File: src/hdl/ale_pkg.sv
// Shared types and codes of the array list engine.
package ale_pkg;

  localparam int unsigned OP_W  = 3;
  localparam int unsigned POS_W = 5;
  localparam int unsigned VAL_W = 32;
  localparam int unsigned ST_W  = 3;

  typedef logic signed [VAL_W-1:0] value_t;

  typedef enum logic [OP_W-1:0] {
    OP_HEAD      = 3'd0,
    OP_TAIL      = 3'd1,
    OP_INSERT_AT = 3'd2,
    OP_DELETE_AT = 3'd3,
    OP_FIND      = 3'd4,
    OP_READ      = 3'd5,
    OP_CLEAR     = 3'd6
  } ale_op_e;

  typedef enum logic [ST_W-1:0] {
    ST_OK        = 3'd0,
    ST_FULL      = 3'd1,
    ST_EMPTY     = 3'd2,
    ST_BAD_POS   = 3'd3,
    ST_NOT_FOUND = 3'd4
  } ale_status_e;

endpackage

File: src/hdl/ale_req_if.sv
// Request channel of the array list engine.
interface ale_req_if import ale_pkg::*; ();
  logic              valid;
  logic              ready;
  logic [OP_W-1:0]   operation;
  logic [POS_W-1:0]  position;
  value_t            value;

  modport source (output valid, output operation, output position, output value,
                  input ready);
  modport sink   (input valid, input operation, input position, input value,
                  output ready);
endinterface

File: src/hdl/ale_rsp_if.sv
// Response channel of the array list engine.
interface ale_rsp_if import ale_pkg::*; ();
  logic              valid;
  logic              ready;
  logic [ST_W-1:0]   status;
  logic [POS_W-1:0]  found_position;
  value_t            read_value;
  logic [POS_W-1:0]  element_count;
  logic              is_empty;
  logic              is_full;

  modport source (output valid, output status, output found_position, output read_value,
                  output element_count, output is_empty, output is_full, input ready);
  modport sink   (input valid, input status, input found_position, input read_value,
                  input element_count, input is_empty, input is_full, output ready);
endinterface

File: src/hdl/array_list_engine_unit.sv
// Array list engine: ordered list of signed words held in one synchronous memory.
// Inserts and deletes move the elements behind the position one place up or down; find scans
// from the head until a match or the end of the list; read fetches one word; clear and errors
// answer without moving any element.
// The engine is ready for the next request in the cycle after the response is loaded; the
// element walk goes through the single memory port, one word per cycle. Reset empties the list.
module array_list_engine_unit import ale_pkg::*; #(
  parameter int unsigned CAPACITY = 16
) (
  input  logic      clk_i,
  input  logic      rst_ni,
  ale_req_if.sink   req_i,
  ale_rsp_if.source rsp_o
);

  localparam int unsigned IW = (CAPACITY > 1) ? $clog2(CAPACITY) : 1;
  localparam int unsigned CW = $clog2(CAPACITY + 1);
  localparam int unsigned PW = ((CW > POS_W) ? CW : POS_W) + 1;

  localparam logic [2:0] S_IDLE   = 3'd0;
  localparam logic [2:0] S_DECODE = 3'd1;
  localparam logic [2:0] S_UP     = 3'd2;
  localparam logic [2:0] S_PUT    = 3'd3;
  localparam logic [2:0] S_DN     = 3'd4;
  localparam logic [2:0] S_SCAN   = 3'd5;
  localparam logic [2:0] S_RD     = 3'd6;
  localparam logic [2:0] S_FIN    = 3'd7;

  logic [2:0]       state_q, state_d;
  logic [CW-1:0]    cnt_q, cnt_d;
  logic [IW-1:0]    ptr_q, ptr_d;
  logic [ST_W-1:0]  st_q, st_d;
  logic [POS_W-1:0] found_q, found_d;
  value_t           rd_q, rd_d;
  logic [OP_W-1:0]  op_q;
  logic [POS_W-1:0] pos_q;
  value_t           val_q;

  value_t           mem [CAPACITY];
  value_t           rdata_q;
  logic             we;
  logic [IW-1:0]    wa;
  value_t           wd;
  logic [IW-1:0]    ra;

  logic [PW-1:0]    pos_ext, cnt_ext, pos_m1, found_ext;
  logic             list_full, list_empty, ins_bad, acc_bad;
  logic [IW-1:0]    ins_idx;
  logic             req_xfer, rsp_free, rsp_load;

  logic             rsp_valid_q;
  logic [ST_W-1:0]  rsp_status_q;
  logic [POS_W-1:0] rsp_found_q;
  value_t           rsp_read_q;
  logic [POS_W-1:0] rsp_count_q;
  logic             rsp_empty_q, rsp_full_q;

  // Handshake
  assign req_i.ready = (state_q == S_IDLE);
  assign req_xfer    = req_i.valid && req_i.ready;
  assign rsp_free    = !rsp_valid_q || rsp_o.ready;
  assign rsp_load    = (state_q == S_FIN) && rsp_free;

  // Position checks against the current count
  assign pos_ext    = {{(PW-POS_W){1'b0}}, pos_q};
  assign cnt_ext    = {{(PW-CW){1'b0}}, cnt_q};
  assign pos_m1     = pos_ext - PW'(1);
  assign found_ext  = {{(PW-IW){1'b0}}, ptr_q} + PW'(1);
  assign list_full  = (cnt_q == CW'(CAPACITY));
  assign list_empty = (cnt_q == '0);
  assign ins_bad    = (pos_ext == '0) || (pos_ext > cnt_ext + PW'(1));
  assign acc_bad    = (pos_ext == '0) || (pos_ext > cnt_ext);

  // Gap index for the three insert kinds
  always_comb begin
    unique case (op_q)
      OP_HEAD:      ins_idx = '0;
      OP_TAIL:      ins_idx = cnt_ext[IW-1:0];
      default:      ins_idx = pos_m1[IW-1:0];
    endcase
  end

  // Hold the request while it is worked on
  always_ff @(posedge clk_i) begin
    if (req_xfer) begin
      op_q  <= req_i.operation;
      pos_q <= req_i.position;
      val_q <= req_i.value;
    end
  end

  // Element memory, registered read
  always_ff @(posedge clk_i) begin
    if (we) begin
      mem[wa] <= wd;
    end
    rdata_q <= mem[ra];
  end

  // Sequencer: walk the memory one word per cycle
  always_comb begin
    state_d = state_q;
    cnt_d   = cnt_q;
    ptr_d   = ptr_q;
    st_d    = st_q;
    found_d = found_q;
    rd_d    = rd_q;
    we      = 1'b0;
    wa      = ptr_q + IW'(1);
    wd      = rdata_q;
    ra      = ptr_q;
    unique case (state_q)
      S_IDLE: begin
        if (req_xfer) state_d = S_DECODE;
      end
      S_DECODE: begin
        st_d    = ST_OK;
        found_d = '0;
        rd_d    = '0;
        state_d = S_FIN;
        unique case (op_q)
          OP_HEAD, OP_TAIL, OP_INSERT_AT: begin
            if (list_full) begin
              st_d = ST_FULL;
            end else if (op_q == OP_INSERT_AT && ins_bad) begin
              st_d = ST_BAD_POS;
            end else if (cnt_ext > {{(PW-IW){1'b0}}, ins_idx}) begin
              // open the gap from the tail downwards
              ra      = IW'(cnt_q - CW'(1));
              ptr_d   = IW'(cnt_q - CW'(1));
              state_d = S_UP;
            end else begin
              we    = 1'b1;
              wa    = ins_idx;
              wd    = val_q;
              cnt_d = cnt_q + CW'(1);
            end
          end
          OP_DELETE_AT: begin
            if (list_empty) begin
              st_d = ST_EMPTY;
            end else if (acc_bad) begin
              st_d = ST_BAD_POS;
            end else if (pos_ext < cnt_ext) begin
              ra      = pos_ext[IW-1:0];
              ptr_d   = pos_ext[IW-1:0];
              state_d = S_DN;
            end else begin
              cnt_d = cnt_q - CW'(1);
            end
          end
          OP_FIND: begin
            if (list_empty) begin
              st_d = ST_EMPTY;
            end else begin
              ra      = '0;
              ptr_d   = '0;
              state_d = S_SCAN;
            end
          end
          OP_READ: begin
            if (list_empty) begin
              st_d = ST_EMPTY;
            end else if (acc_bad) begin
              st_d = ST_BAD_POS;
            end else begin
              ra      = pos_m1[IW-1:0];
              state_d = S_RD;
            end
          end
          OP_CLEAR: begin
            cnt_d = '0;
          end
          default: ;
        endcase
      end
      S_UP: begin
        // move the word read last cycle one place up
        we = 1'b1;
        wa = ptr_q + IW'(1);
        wd = rdata_q;
        if (ptr_q == ins_idx) begin
          state_d = S_PUT;
        end else begin
          ra    = ptr_q - IW'(1);
          ptr_d = ptr_q - IW'(1);
        end
      end
      S_PUT: begin
        we      = 1'b1;
        wa      = ins_idx;
        wd      = val_q;
        cnt_d   = cnt_q + CW'(1);
        state_d = S_FIN;
      end
      S_DN: begin
        // move the word read last cycle one place down
        we = 1'b1;
        wa = ptr_q - IW'(1);
        wd = rdata_q;
        if ((CW'(ptr_q) + CW'(1)) == cnt_q) begin
          cnt_d   = cnt_q - CW'(1);
          state_d = S_FIN;
        end else begin
          ra    = ptr_q + IW'(1);
          ptr_d = ptr_q + IW'(1);
        end
      end
      S_SCAN: begin
        if (rdata_q == val_q) begin
          found_d = found_ext[POS_W-1:0];
          state_d = S_FIN;
        end else if ((CW'(ptr_q) + CW'(1)) == cnt_q) begin
          st_d    = ST_NOT_FOUND;
          state_d = S_FIN;
        end else begin
          ra    = ptr_q + IW'(1);
          ptr_d = ptr_q + IW'(1);
        end
      end
      S_RD: begin
        rd_d    = rdata_q;
        state_d = S_FIN;
      end
      S_FIN: begin
        if (rsp_free) state_d = S_IDLE;
      end
      default: state_d = S_IDLE;
    endcase
  end

  // Control state
  always_ff @(posedge clk_i or negedge rst_ni) begin
    if (!rst_ni) begin
      state_q     <= S_IDLE;
      cnt_q       <= '0;
      rsp_valid_q <= 1'b0;
    end else begin
      state_q <= state_d;
      cnt_q   <= cnt_d;
      if (rsp_load) begin
        rsp_valid_q <= 1'b1;
      end else if (rsp_o.ready) begin
        rsp_valid_q <= 1'b0;
      end
    end
  end

  // Working payload
  always_ff @(posedge clk_i) begin
    ptr_q   <= ptr_d;
    st_q    <= st_d;
    found_q <= found_d;
    rd_q    <= rd_d;
  end

  // Response register
  always_ff @(posedge clk_i) begin
    if (rsp_load) begin
      rsp_status_q <= st_q;
      rsp_found_q  <= found_q;
      rsp_read_q   <= rd_q;
      rsp_count_q  <= cnt_ext[POS_W-1:0];
      rsp_empty_q  <= list_empty;
      rsp_full_q   <= list_full;
    end
  end

  assign rsp_o.valid          = rsp_valid_q;
  assign rsp_o.status         = rsp_status_q;
  assign rsp_o.found_position = rsp_found_q;
  assign rsp_o.read_value     = rsp_read_q;
  assign rsp_o.element_count  = rsp_count_q;
  assign rsp_o.is_empty       = rsp_empty_q;
  assign rsp_o.is_full        = rsp_full_q;

endmodule
File: src/flat_wrapper.sv
// flat-port wrapper written by rule: the top's interface ports become plain ports
module array_list_engine_unit_flat import ale_pkg::*;
#(
  parameter int unsigned CAPACITY = 16
)
  (clk_i, rst_ni, req_i_valid, req_i_operation, req_i_position, req_i_value, req_i_ready, rsp_o_valid, rsp_o_status, rsp_o_found_position, rsp_o_read_value, rsp_o_element_count, rsp_o_is_empty, rsp_o_is_full, rsp_o_ready);
  ale_req_if req_i_i ();
  ale_rsp_if rsp_o_i ();
  input  logic clk_i;
  input  logic rst_ni;
  input wire logic [$bits(req_i_i.valid)-1:0] req_i_valid;
  input wire logic [$bits(req_i_i.operation)-1:0] req_i_operation;
  input wire logic [$bits(req_i_i.position)-1:0] req_i_position;
  input wire logic [$bits(req_i_i.value)-1:0] req_i_value;
  output wire logic [$bits(req_i_i.ready)-1:0] req_i_ready;
  output wire logic [$bits(rsp_o_i.valid)-1:0] rsp_o_valid;
  output wire logic [$bits(rsp_o_i.status)-1:0] rsp_o_status;
  output wire logic [$bits(rsp_o_i.found_position)-1:0] rsp_o_found_position;
  output wire logic [$bits(rsp_o_i.read_value)-1:0] rsp_o_read_value;
  output wire logic [$bits(rsp_o_i.element_count)-1:0] rsp_o_element_count;
  output wire logic [$bits(rsp_o_i.is_empty)-1:0] rsp_o_is_empty;
  output wire logic [$bits(rsp_o_i.is_full)-1:0] rsp_o_is_full;
  input wire logic [$bits(rsp_o_i.ready)-1:0] rsp_o_ready;
  assign req_i_i.valid = req_i_valid;
  assign req_i_i.operation = req_i_operation;
  assign req_i_i.position = req_i_position;
  assign req_i_i.value = req_i_value;
  assign req_i_ready = req_i_i.ready;
  assign rsp_o_valid = rsp_o_i.valid;
  assign rsp_o_status = rsp_o_i.status;
  assign rsp_o_found_position = rsp_o_i.found_position;
  assign rsp_o_read_value = rsp_o_i.read_value;
  assign rsp_o_element_count = rsp_o_i.element_count;
  assign rsp_o_is_empty = rsp_o_i.is_empty;
  assign rsp_o_is_full = rsp_o_i.is_full;
  assign rsp_o_i.ready = rsp_o_ready;
  array_list_engine_unit #(.CAPACITY(CAPACITY)) u_core (.clk_i(clk_i), .rst_ni(rst_ni), .req_i(req_i_i), .rsp_o(rsp_o_i));
endmodule
File: config.mk
export PLATFORM = sky130hd
export DESIGN_NAME = array_list_engine_unit_flat
export DESIGN_NICKNAME = d
export VERILOG_FILES = /design/src/hdl/ale_pkg.sv /design/src/hdl/ale_req_if.sv /design/src/hdl/ale_rsp_if.sv /design/src/hdl/array_list_engine_unit.sv /design/src/flat_wrapper.sv
export SDC_FILE = /design/constraint.sdc
export NUM_CORES = 1
export LEC_CHECK = 0
export ABC_CLOCK_PERIOD_IN_PS = 6800
export BUFFER_PORTS_ARGS = -buffer_cell sky130_fd_sc_hd__buf_2
export CAP_MARGIN = 20
export CORE_UTILIZATION = 40
export CTS_BUF_LIST = sky130_fd_sc_hd__clkbuf_8
export DETAILED_ROUTE_END_ITERATION = 6
export PLACE_DENSITY_LB_ADDON = 0.1
export SETUP_SLACK_MARGIN = 0.2
export SLEW_MARGIN = 25
export SYNTH_ARGS = -nofsm -noshare
export SYNTH_HDL_FRONTEND = slang
export SYNTH_SLANG_ARGS = --single-unit
File: constraint.sdc
create_clock -name clk_i -period 6.8 [get_ports clk_i]
set_input_delay 0.68 -clock clk_i [delete_from_list [all_inputs] [get_ports clk_i]]
set_output_delay 0.68 -clock clk_i [all_outputs]
set_load 0.005 [all_outputs]
# After elaboration in Yosys (flattened, before gate mapping)

Memories as Yosys holds them, arrays and structs flattened. A register that Yosys moved wholly into a read port is not among the register bits.
Cells that the tools add are included.

Flip-flop bits (word level): 140
RAM bits: 512
Bits of input ports: 44
Logic and storage cells: 159
Memories: 1

Memories:

| name       | words | width | rd ports | clocked after Yosys merged registers in | write ports | line                         | text |
|---|---|---|---|---|---|---|---|
| u_core.mem | 16    | 32    | 1        | 1                                       | 1           | array_list_engine_unit.sv:39 | `value_t mem [CAPACITY];` |

Add/sub/neg operators: 8
$lt $le $gt $ge: 4
Equality and inequality tests: 32
Multiplexer cells: 73
Reductions and logical operators: 25

Operator list:

| cell                                                                     | count |
|---|---|
| 32-bit 2-to-1 mux                                                        | 4 |
| 32-bit case mux with 2 select lines                                      | 2 |
| 4-bit 2-to-1 mux                                                         | 16 |
| 4-bit case mux with 4 select lines                                       | 3 |
| 3-bit 2-to-1 mux                                                         | 15 |
| 5-bit 2-to-1 mux                                                         | 8 |
| 32-bit == test                                                           | 1 |
| 5-bit case mux with 3 select lines                                       | 2 |
| 4-bit case mux with 3 select lines                                       | 2 |
| 3-bit == test (second input constant)                                    | 7 |
| 3-bit case mux with 7 select lines                                       | 1 |
| 3-bit inequality test (second input constant)                            | 6 |
| 3-bit by 2-bit == test with 1-bit output (second input constant)         | 4 |
| 3-bit case mux with 4 select lines                                       | 1 |
| 4-bit by 1-bit adder with 5-bit output (second input constant)           | 2 |
| 2-bit 2-to-1 mux                                                         | 5 |
| 2-bit by 1-bit inequality test with 1-bit output (second input constant) | 5 |
| 5-bit case mux with 2 select lines                                       | 1 |
| 1-bit 2-to-1 mux                                                         | 9 |
| 3-bit case mux with 3 select lines                                       | 1 |
| 9-bit AND reduction                                                      | 1 |
| 4-bit inequality test (second input constant)                            | 2 |
| 4-bit case mux with 2 select lines                                       | 1 |
| 4-bit by 1-bit subtractor with 4-bit output (second input constant)      | 2 |
| 28 further kinds                                                         | 41 |

# Logic depth before layout (Yosys ltp)

Gate-level depths: netlist (run 1).

Depth in word-level cells: 10
Depth in mapped cells: 17

# Worst setup path before layout (run 1)

Ideal clock, no wire load.

Path type: reg-to-reg
Start point: reg u_core.cnt_q[0]
End point: mem u_core.mem[12][0] (netlist bit) (enable)
Arrival: 4,713 ps
Data required time: 6,379 ps
Path slack: 1,665 ps
Cell stages (with the launch flop): 15
Buffers on the path: 1
Path through: dfrtp_1 -> buf_2 -> inv_1 -> ha_1 -> inv_1 -> ha_1 -> and3b_1 -> o211ai_1 -> o221ai_1 -> o21ai_0 -> nand3_1 -> a21oi_1 -> mux2i_1 -> nand3_1 -> nor2_1

Cells in the longest elaborated chain, start to end: 10
Elaborated cells between the ends (all ways): 19

Ends and longest elaborated chain:

| item                                                     | line                          | text |
|---|---|---|
| start, declared                                          | array_list_engine_unit.sv:30  | `logic [CW-1:0] cnt_q, cnt_d;` |
| start signal, assigned                                   | array_list_engine_unit.sv:240 | `cnt_q <= cnt_d;` |
| 5-bit by 1-bit adder with 6-bit output                   | array_list_engine_unit.sv:71  | `assign ins_bad = (pos_ext == '0) \|\| (pos_ext > cnt_ext + PW'(1));` |
| 5-bit by 6-bit greater-than comparator with 1-bit output | array_list_engine_unit.sv:71  |  |
| 1-bit logical OR                                         | array_list_engine_unit.sv:71  |  |
| 1-bit logical AND                                        | array_list_engine_unit.sv:125 | `end else if (op_q == OP_INSERT_AT && ins_bad) begin` |
| 1-bit 2-to-1 mux                                         | array_list_engine_unit.sv:125 |  |
| 1-bit 2-to-1 mux                                         | array_list_engine_unit.sv:123 | `if (list_full) begin` |
| 1-bit 2-to-1 mux                                         | array_list_engine_unit.sv:121 | `unique case (op_q)` |
| 1-bit case mux with 2 select lines                       | array_list_engine_unit.sv:112 | `unique case (state_q)` |
| 1-bit 2-to-1 mux                                         | array_list_engine_unit.sv:94  | `if (we) begin` |
| 1-bit 2-to-1 mux (implied by the code)                   | array_list_engine_unit.sv:95  | `mem[wa] <= wd;` |
| end, declared                                            | array_list_engine_unit.sv:39  |  |

Parallel ways exist; a longest one is shown, timed or not.

# Worst setup path in the final report (run 1)

Start point: reg u_core.op_q[2]
End point: mem u_core.mem[5][20] (netlist bit) (enable)

Cells in the longest elaborated chain, start to end: 10
Elaborated cells between the ends (all ways): 19

Ends and longest elaborated chain:

| item                                                                        | line                                                        | text |
|---|---|---|
| start, declared                                                             | array_list_engine_unit.sv:35                                | `logic [OP_W-1:0] op_q;` |
| start signal, assigned                                                      | array_list_engine_unit.sv:86                                | `op_q <= req_i.operation;` |
| 3-bit by 1-bit == test with 1-bit output or 3-bit zero test (tied branches) | array_list_engine_unit.sv:76, array_list_engine_unit.sv:121 |  |
| 4-bit case mux with 2 select lines                                          | array_list_engine_unit.sv:76                                | `unique case (op_q)` |
| 5-bit by 4-bit greater-than comparator with 1-bit output                    | array_list_engine_unit.sv:127                               | `end else if (cnt_ext > {{(PW-IW){1'b0}}, ins_idx}) begin` |
| 1-bit 2-to-1 mux                                                            | array_list_engine_unit.sv:127                               |  |
| 1-bit 2-to-1 mux                                                            | array_list_engine_unit.sv:125                               |  |
| 1-bit 2-to-1 mux                                                            | array_list_engine_unit.sv:123                               |  |
| 1-bit 2-to-1 mux                                                            | array_list_engine_unit.sv:121                               |  |
| 1-bit case mux with 2 select lines                                          | array_list_engine_unit.sv:112                               |  |
| 1-bit 2-to-1 mux                                                            | array_list_engine_unit.sv:94                                |  |
| 1-bit 2-to-1 mux (implied by the code)                                      | array_list_engine_unit.sv:95                                |  |

Parallel ways exist; a longest one is shown, timed or not.

==> results of run 1 <==
==> per-layer routing <==
metal / wire length [µm] / vias up / GRT usage [%]
met3: 3800 / 130 / 3.909
li1: - / 6341 / -
met2: 34270 / 444 / 33.03
met1: 32020 / 7637 / 28.60
met4: 2078 / 0 / 7.114
met5: 0 / - / 0
==> path summary, 6_finish.rpt <==
path,from,endpoint,slack (ps),depth (start not counted)
max,u_core.op_q[2]$_DFFE_PP_,u_core.mem[5][20]$_DFFE_PP_,1260,15
min,req_i_position[3],u_core.pos_q[3]$_DFFE_PP_,130,1
max reg2reg,u_core.op_q[2]$_DFFE_PP_,u_core.mem[5][20]$_DFFE_PP_,1260,15
min reg2reg,u_core.rd_q[21]$_SDFFCE_PP0P_,u_core.rsp_o.read_value[21]$_DFFE_PP_,410,0
max in group asynchronous,rst_ni,u_core.state_q[1]$_DFFE_PN0P_,6220,2
min in group asynchronous,rst_ni,u_core.cnt_q[0]$_DFFE_PN0P_,350,2
==> cell usage in the layout, fill, tap and decap left out, drive strengths merged, types with 4 or more instances in the layout <==
| cell | netlist | layout |
|---|---|---|
| nand2b | 8 | 8 |
| nor4 | 10 | 10 |
| xnor2 | 15 | 15 |
| nor3b | 4 | 4 |
| nand4 | 9 | 9 |
| a21oi | 32 | 32 |
| nand2 | 38 | 38 |
| nor3 | 9 | 9 |
| dfxtp | 32 | 32 |
| nor2 | 54 | 54 |
| a211oi | 7 | 7 |
| ha | 19 | 19 |
| o21a | 5 | 5 |
| clkbuf | 35 | 119 |
| mux2i | 99 | 99 |
| mux4 | 128 | 128 |
| inv | 23 | 64 |
| nor2b | 8 | 8 |
| a31oi | 5 | 5 |
| and3 | 38 | 38 |
| edfxtp | 643 | 643 |
| o31ai | 4 | 4 |
| o211ai | 11 | 11 |
| dfrtp | 9 | 9 |
| xor2 | 36 | 36 |
| mux2 | 34 | 34 |
| or2 | 5 | 5 |
| nand3 | 22 | 22 |
| clkinv | 0 | 43 |
| buf | 39 | 131 |
| and2 | 8 | 8 |
| o21ai | 26 | 26 |
| o22ai | 7 | 7 |
| bufinv | 0 | 9 |
==> layout make-up <==
cell class	count	area (µm²)	area share (%)
clock inverters	93	654.4	2.052
diodes	1	2.502	0.007848
well taps	931	1165	3.653
repair buffers	132	900.9	2.825
multi-input cells	690	7264	22.78
clock buffers	119	1638	5.136
flip-flops and latches	684	20180	63.27
inverters	23	86.33	0.2707
==> logic make-up (layout without fill, tap and decap cells) <==
group	count (synthesis)	in the layout	share of synthesized area [%]
flops	684	684	72.31
xor+xnor	51	51	1.628
buf+inv	97	367	2.224
compound gates	138	138	3.539
mux	261	261	15.31
fa+ha+maj	19	19	0.8521
simple gates	221	221	4.131
other cells	0	1	0
==> registers in the layout, indices dropped and copies added (netlist names) <==
name and cells:
u_core.st_q 3, u_core.rsp_o.found_position 5, u_core.rsp_o.status 3, u_core.rsp_o.valid 1
u_core.rsp_o.read_value 32, u_core.rsp_o.element_count 5, u_core.op_q 3, u_core.cnt_q 5
u_core.rdata_q 32, u_core.rd_q 32, u_core.rsp_o.is_full 1, u_core.ptr_q 4
u_core.rsp_o.is_empty 1, u_core.found_q 5, u_core.mem 512, u_core.state_q 3
u_core.val_q 32, u_core.pos_q 5
==> critical path, stage by stage, from the launching register on <==
cell and delay [ps]:
edfxtp_1 620, or2_2 450, a21oi_1 430, inv_1 100, ha_1 300, nor2b_1 140, o21a_1 160, o211ai_1 180
and2_1 210, nand3_1 300, a21oi_4 250, buf_4 330, mux2_2 250, nand4_1 210, nor2_4 780, buf_4 460
==> through the flow <==
stage / cells / utilization, % / setup WS, ps / cell area (µm²)
finish: 2673 / 46.33 / 1258 / 31890
CTS: 2672 / 46.33 / 1235 / 31880
detailed placement: 2459 / 42.98 / 1255 / 29580
floorplan: 1471 / - / 1665 / 27900
global placement: 2459 / 42.98 / 1288 / 29580
global route: 2673 / 46.33 / 914.6 / 31890
==> report_power, final <==
| part | internal, mW | switching [mW] |
|---|---|---|
| registers | 6.26 | 0.426 |
| clock network | 1.98 | 1.66 |
| logic | 3.17 | 4.78 |
| total | 11.4 | 6.86 |
==> reports/qor.tcl, run 1 <==
set qor(status) {completed}
set qor(synth_cells) 1471
set qor(crit_fanout) 18
set qor(tritoncts_num_sinks) 684
set qor(insertion_delay_ps) 730
set qor(die_h_um) 266.1
set qor(syn-cell-area_um2) 27900
set qor(whs_ps) 125.3
set qor(finalMaxSlewViolations) 0
set qor(synth_commonest_cells) {edfxtp_1, mux4_2, mux2i_1}
set qor(initial_cell_density_of_the_core_pct) 40.53
set qor(groute.usage.overall_pct) 20.73
set qor(nNetsFinal) 1706
set qor(slew_headroom_pct) 36.16
set qor(cts.clk_slew.worst_paths_ps) 70
set qor(setup.worst_path.start_class) {register}
set qor(vdd_ir_drop_max_mv) 0.5751
set qor(vias_after_detailed_routing) 14550
set qor(synth_top_cells_by_area) {edfxtp_1, mux4_2, mux2i_1}
set qor(n_fill_cell) 5966
set qor(port_buffers) 92
set qor(synth.net_count) 1534
set qor(overflow) 0
set qor(grt_setup_unrepaired) {false}
set qor(finalWeightedCongestion) 0.8912
set qor(worst-endpoint-arrival_ps) 5920
set qor(ys_seq_area_share_pct) 72.31
set qor(tritoncts) {done}
set qor(htreeDepth) 3
set qor(cts_hold_buf) 1
set qor(floorplan.io_pins) 93
set qor(syn-mean-instance-area_um2) 18.97
set qor(async_reset_ff_share_pct) 1.316
set qor(worstMarginPinSlew_ps) 948.9
set qor(critPathRequiredTime_ps) 7180
set qor(floorplan.die_area_um2) 70800
set qor(dominant_cell_type_by_area_after_synthesis) {edfxtp_1}
set qor(clock_path_buffers) 3
set qor(remaining_routing_drc_violations) 0
set qor(layout_area_growth_over_synthesis_pct) 14.30
set qor(post_route_cells_drive_above_1_share_pct) 27.97
set qor(p_leak_nw) 10.85
set qor(cts_made_buffers) 112
set qor(row_cnt) 96
set qor(critical_path.endpoint_type) {register}
set qor(ys_ff_latch) 684
set qor(power_density_nw_per_um2) 572.9
set qor(grt_pass1_vias) 15060
set qor(cts.repair.resized) 0
set qor(antenna_found_initial) 4
set qor(grt_pass1_wl_um) 104900
set qor(layout_worst_path_cycle_share_pct) 81.50
set qor(worst_hold_path_type) {input port to register}
set qor(fin_tns_setup_ps) 0
set qor(routed_len_inst_um) 27.00
set qor(post_cts.repair.setup_buffers) 0
set qor(power.total_mw) 18.27
set qor(yosysMostFrequentCell) {edfxtp_1}
set qor(finalCriticalPeriod_ps) 5542
set qor(largest_net_degree_at_the_start_of_global_routing) 87
set qor(timing_hold_violations_final) 0
set qor(dp_hpwl_um) 44790
set qor(detail_route.vias_per_cell) 5.444
set qor(die_x_um) 266.1
set qor(maxCapViolCount) 0
set qor(synth_enable_flop_cells) 643
set qor(ys.flop_type) {edfxtp_1}
set qor(core-area_um2) 68830
set qor(maxClockFrequency_ghz) 0.1804
set qor(yosys.area.top_type_share_pct) 69.21
set qor(detail_route.wirelength_um) 72170
set qor(timing_worst_setup_path_type) {register to register}
set qor(first_iteration_detailed_routing_drc_count) 1261
set qor(report.final.setup_viol) 0
set qor(ctsRootBufferMaster) {clkbuf_8}
set qor(antenna_violating_nets_post_route) 0
set qor(drt_pre_antenna_iters) 5
set qor(synth.distinct_cells) 77
set qor(synth-warning-count) 0
set qor(clock-skew-final_ps) 35.08
Power figures use the tool's default switching activity.
==> inputs of run 2 (changes only) <==
--- a/config.mk
+++ b/config.mk
@@ -5,7 +5,8 @@
 export SDC_FILE = /design/constraint.sdc
 export NUM_CORES = 1
 export LEC_CHECK = 0
-export ABC_CLOCK_PERIOD_IN_PS = 6800
+export ABC_AREA = 1
+export ABC_CLOCK_PERIOD_IN_PS = 4930
 export BUFFER_PORTS_ARGS = -buffer_cell sky130_fd_sc_hd__buf_2
 export CAP_MARGIN = 20
 export CORE_UTILIZATION = 40
==> constraint.sdc (replaced) <==
create_clock -name clk_i -period 4.93 [get_ports clk_i]
set_input_delay 0.493 -clock clk_i [delete_from_list [all_inputs] [get_ports clk_i]]
set_output_delay 0.493 -clock clk_i [all_outputs]
set_load 0.005 [all_outputs]
==> reports/qor.tcl, run 2 <==
set qor(critical_path.top_delay_family) {compound AO/OA/AOI/OAI gates}
set qor(timing_worst_setup_path_type) {register to register}
set qor(grt_pass1_vias) 20130
set qor(dominant_cell_type_by_area_after_synthesis) {edfxtp_1}
set qor(synth_top_cells_by_area) {edfxtp_1, nand3_1, nand2_1}
set qor(fin_tns_setup_ps) 0
set qor(dp_hpwl_um) 51960
set qor(grt_setup_unrepaired) {false}
set qor(ctsRootBufferMaster) {clkbuf_8}
set qor(groute.usage.overall_pct) 22.16
set qor(report.final.setup_viol) 0
set qor(final_common_cell) {nand3_1}
set qor(remaining_routing_drc_violations) 28
set qor(worstPathCellList) {inv_1 -> ha_1 -> xnor2_1 -> o21ai_2 -> inv_1 -> ha_1 -> nand2_1 -> inv_1 -> o21ai_0 -> o211ai_1 -> o21ai_1 -> nand3_2 -> o21ai_0 -> o2111ai_1 -> a31oi_1 -> nand2_1 -> nor2_4 -> buf_4}
set qor(clock_path_buffers) 3
set qor(synth_cells) 2615
set qor(synth-warning-count) 0
set qor(worst-path-buf-inv) 4
set qor(die_h_um) 274.2
set qor(vias_after_detailed_routing) 20820
set qor(antenna_violating_nets_post_route) 0
set qor(ys.flop_type) {edfxtp_1}
set qor(timing.critical_path.mode_cell) {inv_1}
set qor(critical_path.max_stage_delay_ps) 410
set qor(hp-start) {rsp_o_ready}
set qor(cts.clk_slew.worst_paths_ps) 60
set qor(post_route_cells_drive_above_1_share_pct) 14.45
set qor(layoutNonFillerInstCount) 3873
set qor(simple_gate_portion_of_the_synthesized_area_pct) 21.38
set qor(yosysMostFrequentCell) {nand3_1}
set qor(worstMarginPinSlew_ps) 958.7
set qor(row_cnt) 99
set qor(synth_enable_flop_cells) 643
set qor(core-area_um2) 73080
set qor(timing_hold_violations_final) 0
set qor(floorplan.die_area_um2) 75180
set qor(finalMaxSlewViolations) 0
set qor(muxShareOfSynthArea_pct) 0
set qor(finalWeightedCongestion) 0.9074
set qor(synth-adder-area-share_pct) 0.8022
set qor(tritoncts) {done}
set qor(insertion_delay_ps) 720
set qor(final_cell_mix) {nand3_1, edfxtp_1, nand2_1}
set qor(synthXorXnorAreaFrac_pct) 1.026
set qor(overflow) 0
set qor(synth_compound_area_share_pct) 3.833
set qor(status) {finished with violations}
set qor(syn-cell-area_um2) 29640
set qor(first_iteration_detailed_routing_drc_count) 2039
set qor(critical_path.reg2reg.startpoint) {u_core.pos_q[0]$_DFFE_PP_}
set qor(detail_route.wirelength_um) 83320
set qor(worst-endpoint-arrival_ps) 4810
set qor(critPathRequiredTime_ps) 5320
set qor(detail_route.vias_per_cell) 5.375
set qor(worst_hold_path_type) {input port to register}
set qor(critPathSlowestCell) {edfxtp_1}
set qor(async_reset_ff_share_pct) 1.316
set qor(largest_net_degree_at_the_start_of_global_routing) 136
set qor(antenna_found_initial) 1
set qor(clock-skew-final_ps) 25.98
set qor(nNetsFinal) 2875
set qor(htreeDepth) 3
set qor(routed_len_inst_um) 21.51
set qor(finalCriticalPeriod_ps) 4421
set qor(violated_checks) {design-rule violations}
set qor(grt_pass1_wl_um) 125600
set qor(critical_path.endpoint_type) {register}
set qor(floorplan.io_pins) 93
set qor(port_buffers) 92
set qor(yosys.area.top_type_share_pct) 65.15
set qor(synth.distinct_cells) 51
set qor(slew_headroom_pct) 35.93
set qor(startpoint) {u_core.pos_q[0]$_DFFE_PP_}
set qor(dp.cells) 3612
set qor(maxClockFrequency_ghz) 0.2262
set qor(die_x_um) 274.2
set qor(synth_commonest_cells) {nand3_1, edfxtp_1, nand2_1}
set qor(syn-mean-instance-area_um2) 11.33
set qor(ys_ff_latch) 684
set qor(initial_cell_density_of_the_core_pct) 40.55
set qor(ys_seq_area_share_pct) 68.07
set qor(layout_worst_path_cycle_share_pct) 89.67
set qor(tritoncts_num_sinks) 684
set qor(synth.net_count) 2678
set qor(largest_register) {u_core.mem}
set qor(setup.worst_path.start_class) {register}
set qor(synth_top_family_by_area) {simple AND/OR/NAND/NOR gates}
set qor(post_cts.repair.setup_buffers) 0
set qor(layout_area_growth_over_synthesis_pct) 15.12
set qor(flip_flop_count_of_the_largest_register_after_layout) 512
set qor(drt_pre_antenna_iters) 7
set qor(crit_fanout) 21
set qor(maxCapViolCount) 0
set qor(cts_made_buffers) 115
-- run 2: changes by cell type after synthesis, moves of 28 or more --
cell     before  now
and3_1       38    0
buf_2        15   48
inv_1        19  109
mux2_2       34    0
mux2i_1      99    0
mux4_2      124    0
nand2_1      38  581
nand3_1      22  677
nor2_1       54  103
o21ai_0      25   98
xor2_1       36    8
-- run 2: through the flow --
stage | hold WS, ps | util [%] | cell area (µm²) | worst slack (ps)
after floorplan | 197.4 | - | 29640 | 308.1
after global placement | 385.9 | 43.11 | 31510 | 293.2
after detailed placement | 402.4 | 43.11 | 31510 | 314.4
after CTS | 24.66 | 46.65 | 34090 | 257.9
after global routing | 76.63 | 46.68 | 34120 | 200.5
final | 90.78 | 46.68 | 34120 | 509.3
-- run 2: worst paths after layout --
kind	cells after the start	end	slack, ps
worst min-delay path	4	u_core.rsp_o.valid$_DFFE_PN0P_	90
worst max register to register	18	u_core.mem[9][16]$_DFFE_PP_	510
min in group asynchronous	2	u_core.cnt_q[0]$_DFFE_PN0P_	180
worst max-delay path	18	u_core.mem[9][16]$_DFFE_PP_	510
worst min register to register	0	u_core.rsp_o.read_value[19]$_DFFE_PP_	410
max in group asynchronous	2	u_core.rsp_o.valid$_DFFE_PN0P_	4510
-- run 2: cell families after synthesis --
family,count (synthesis)
AND/OR/NAND/NOR,1409
flip-flops,684
buffers and inverters,282
AO/OA/AOI/OAI,188
XOR/XNOR,33
adder cells (fa/ha/maj),19
-- run 2: layout make-up --
class                           count  area, µm²
Antenna cell                        1      2.502
Fill cell                        6771      38970
Sequential cell                   684      20170
Clock inverter                     99      534.3
Clock buffer                      119       1638
Inverter                          124      465.4
Multi-Input combinational cell   1650       8213
Timing Repair Buffer              237       1889
Tap cell                          959       1200
-- run 2: repair_timing --
action	4_1_cts	5_1_grt
setup endpoints to repair	0	538
endpoints found under the hold margin	49	0
gates resized for setup	0	6
hold buffers	41	0
-- run 2: layer usage --
metal / GRT usage [%] / up-vias / routed length, µm
met5: 0 / - / 0
met4: 6.067 / 0 / 1569
met3: 3.310 / 106 / 5670
met2: 33.67 / 782 / 37160
met1: 32.92 / 10190 / 38910
li1: - / 9741 / -
-- run 2: worst register-to-register path: cells and delay by family (launching register included) --
kind                     cells  cell delay (ps)
AO/OA/AOI/OAI                7             1600
AND/OR/NAND/NOR              4              800
buffers and inverters        4              570
adder cells (fa/ha/maj)      2              530
flip-flops                   1              410
XOR/XNOR                     1              150
Power of run 2 is left out: the tool's default activity adds up to more than one toggle a clock period on the data nets, which glitch-free logic cannot reach.
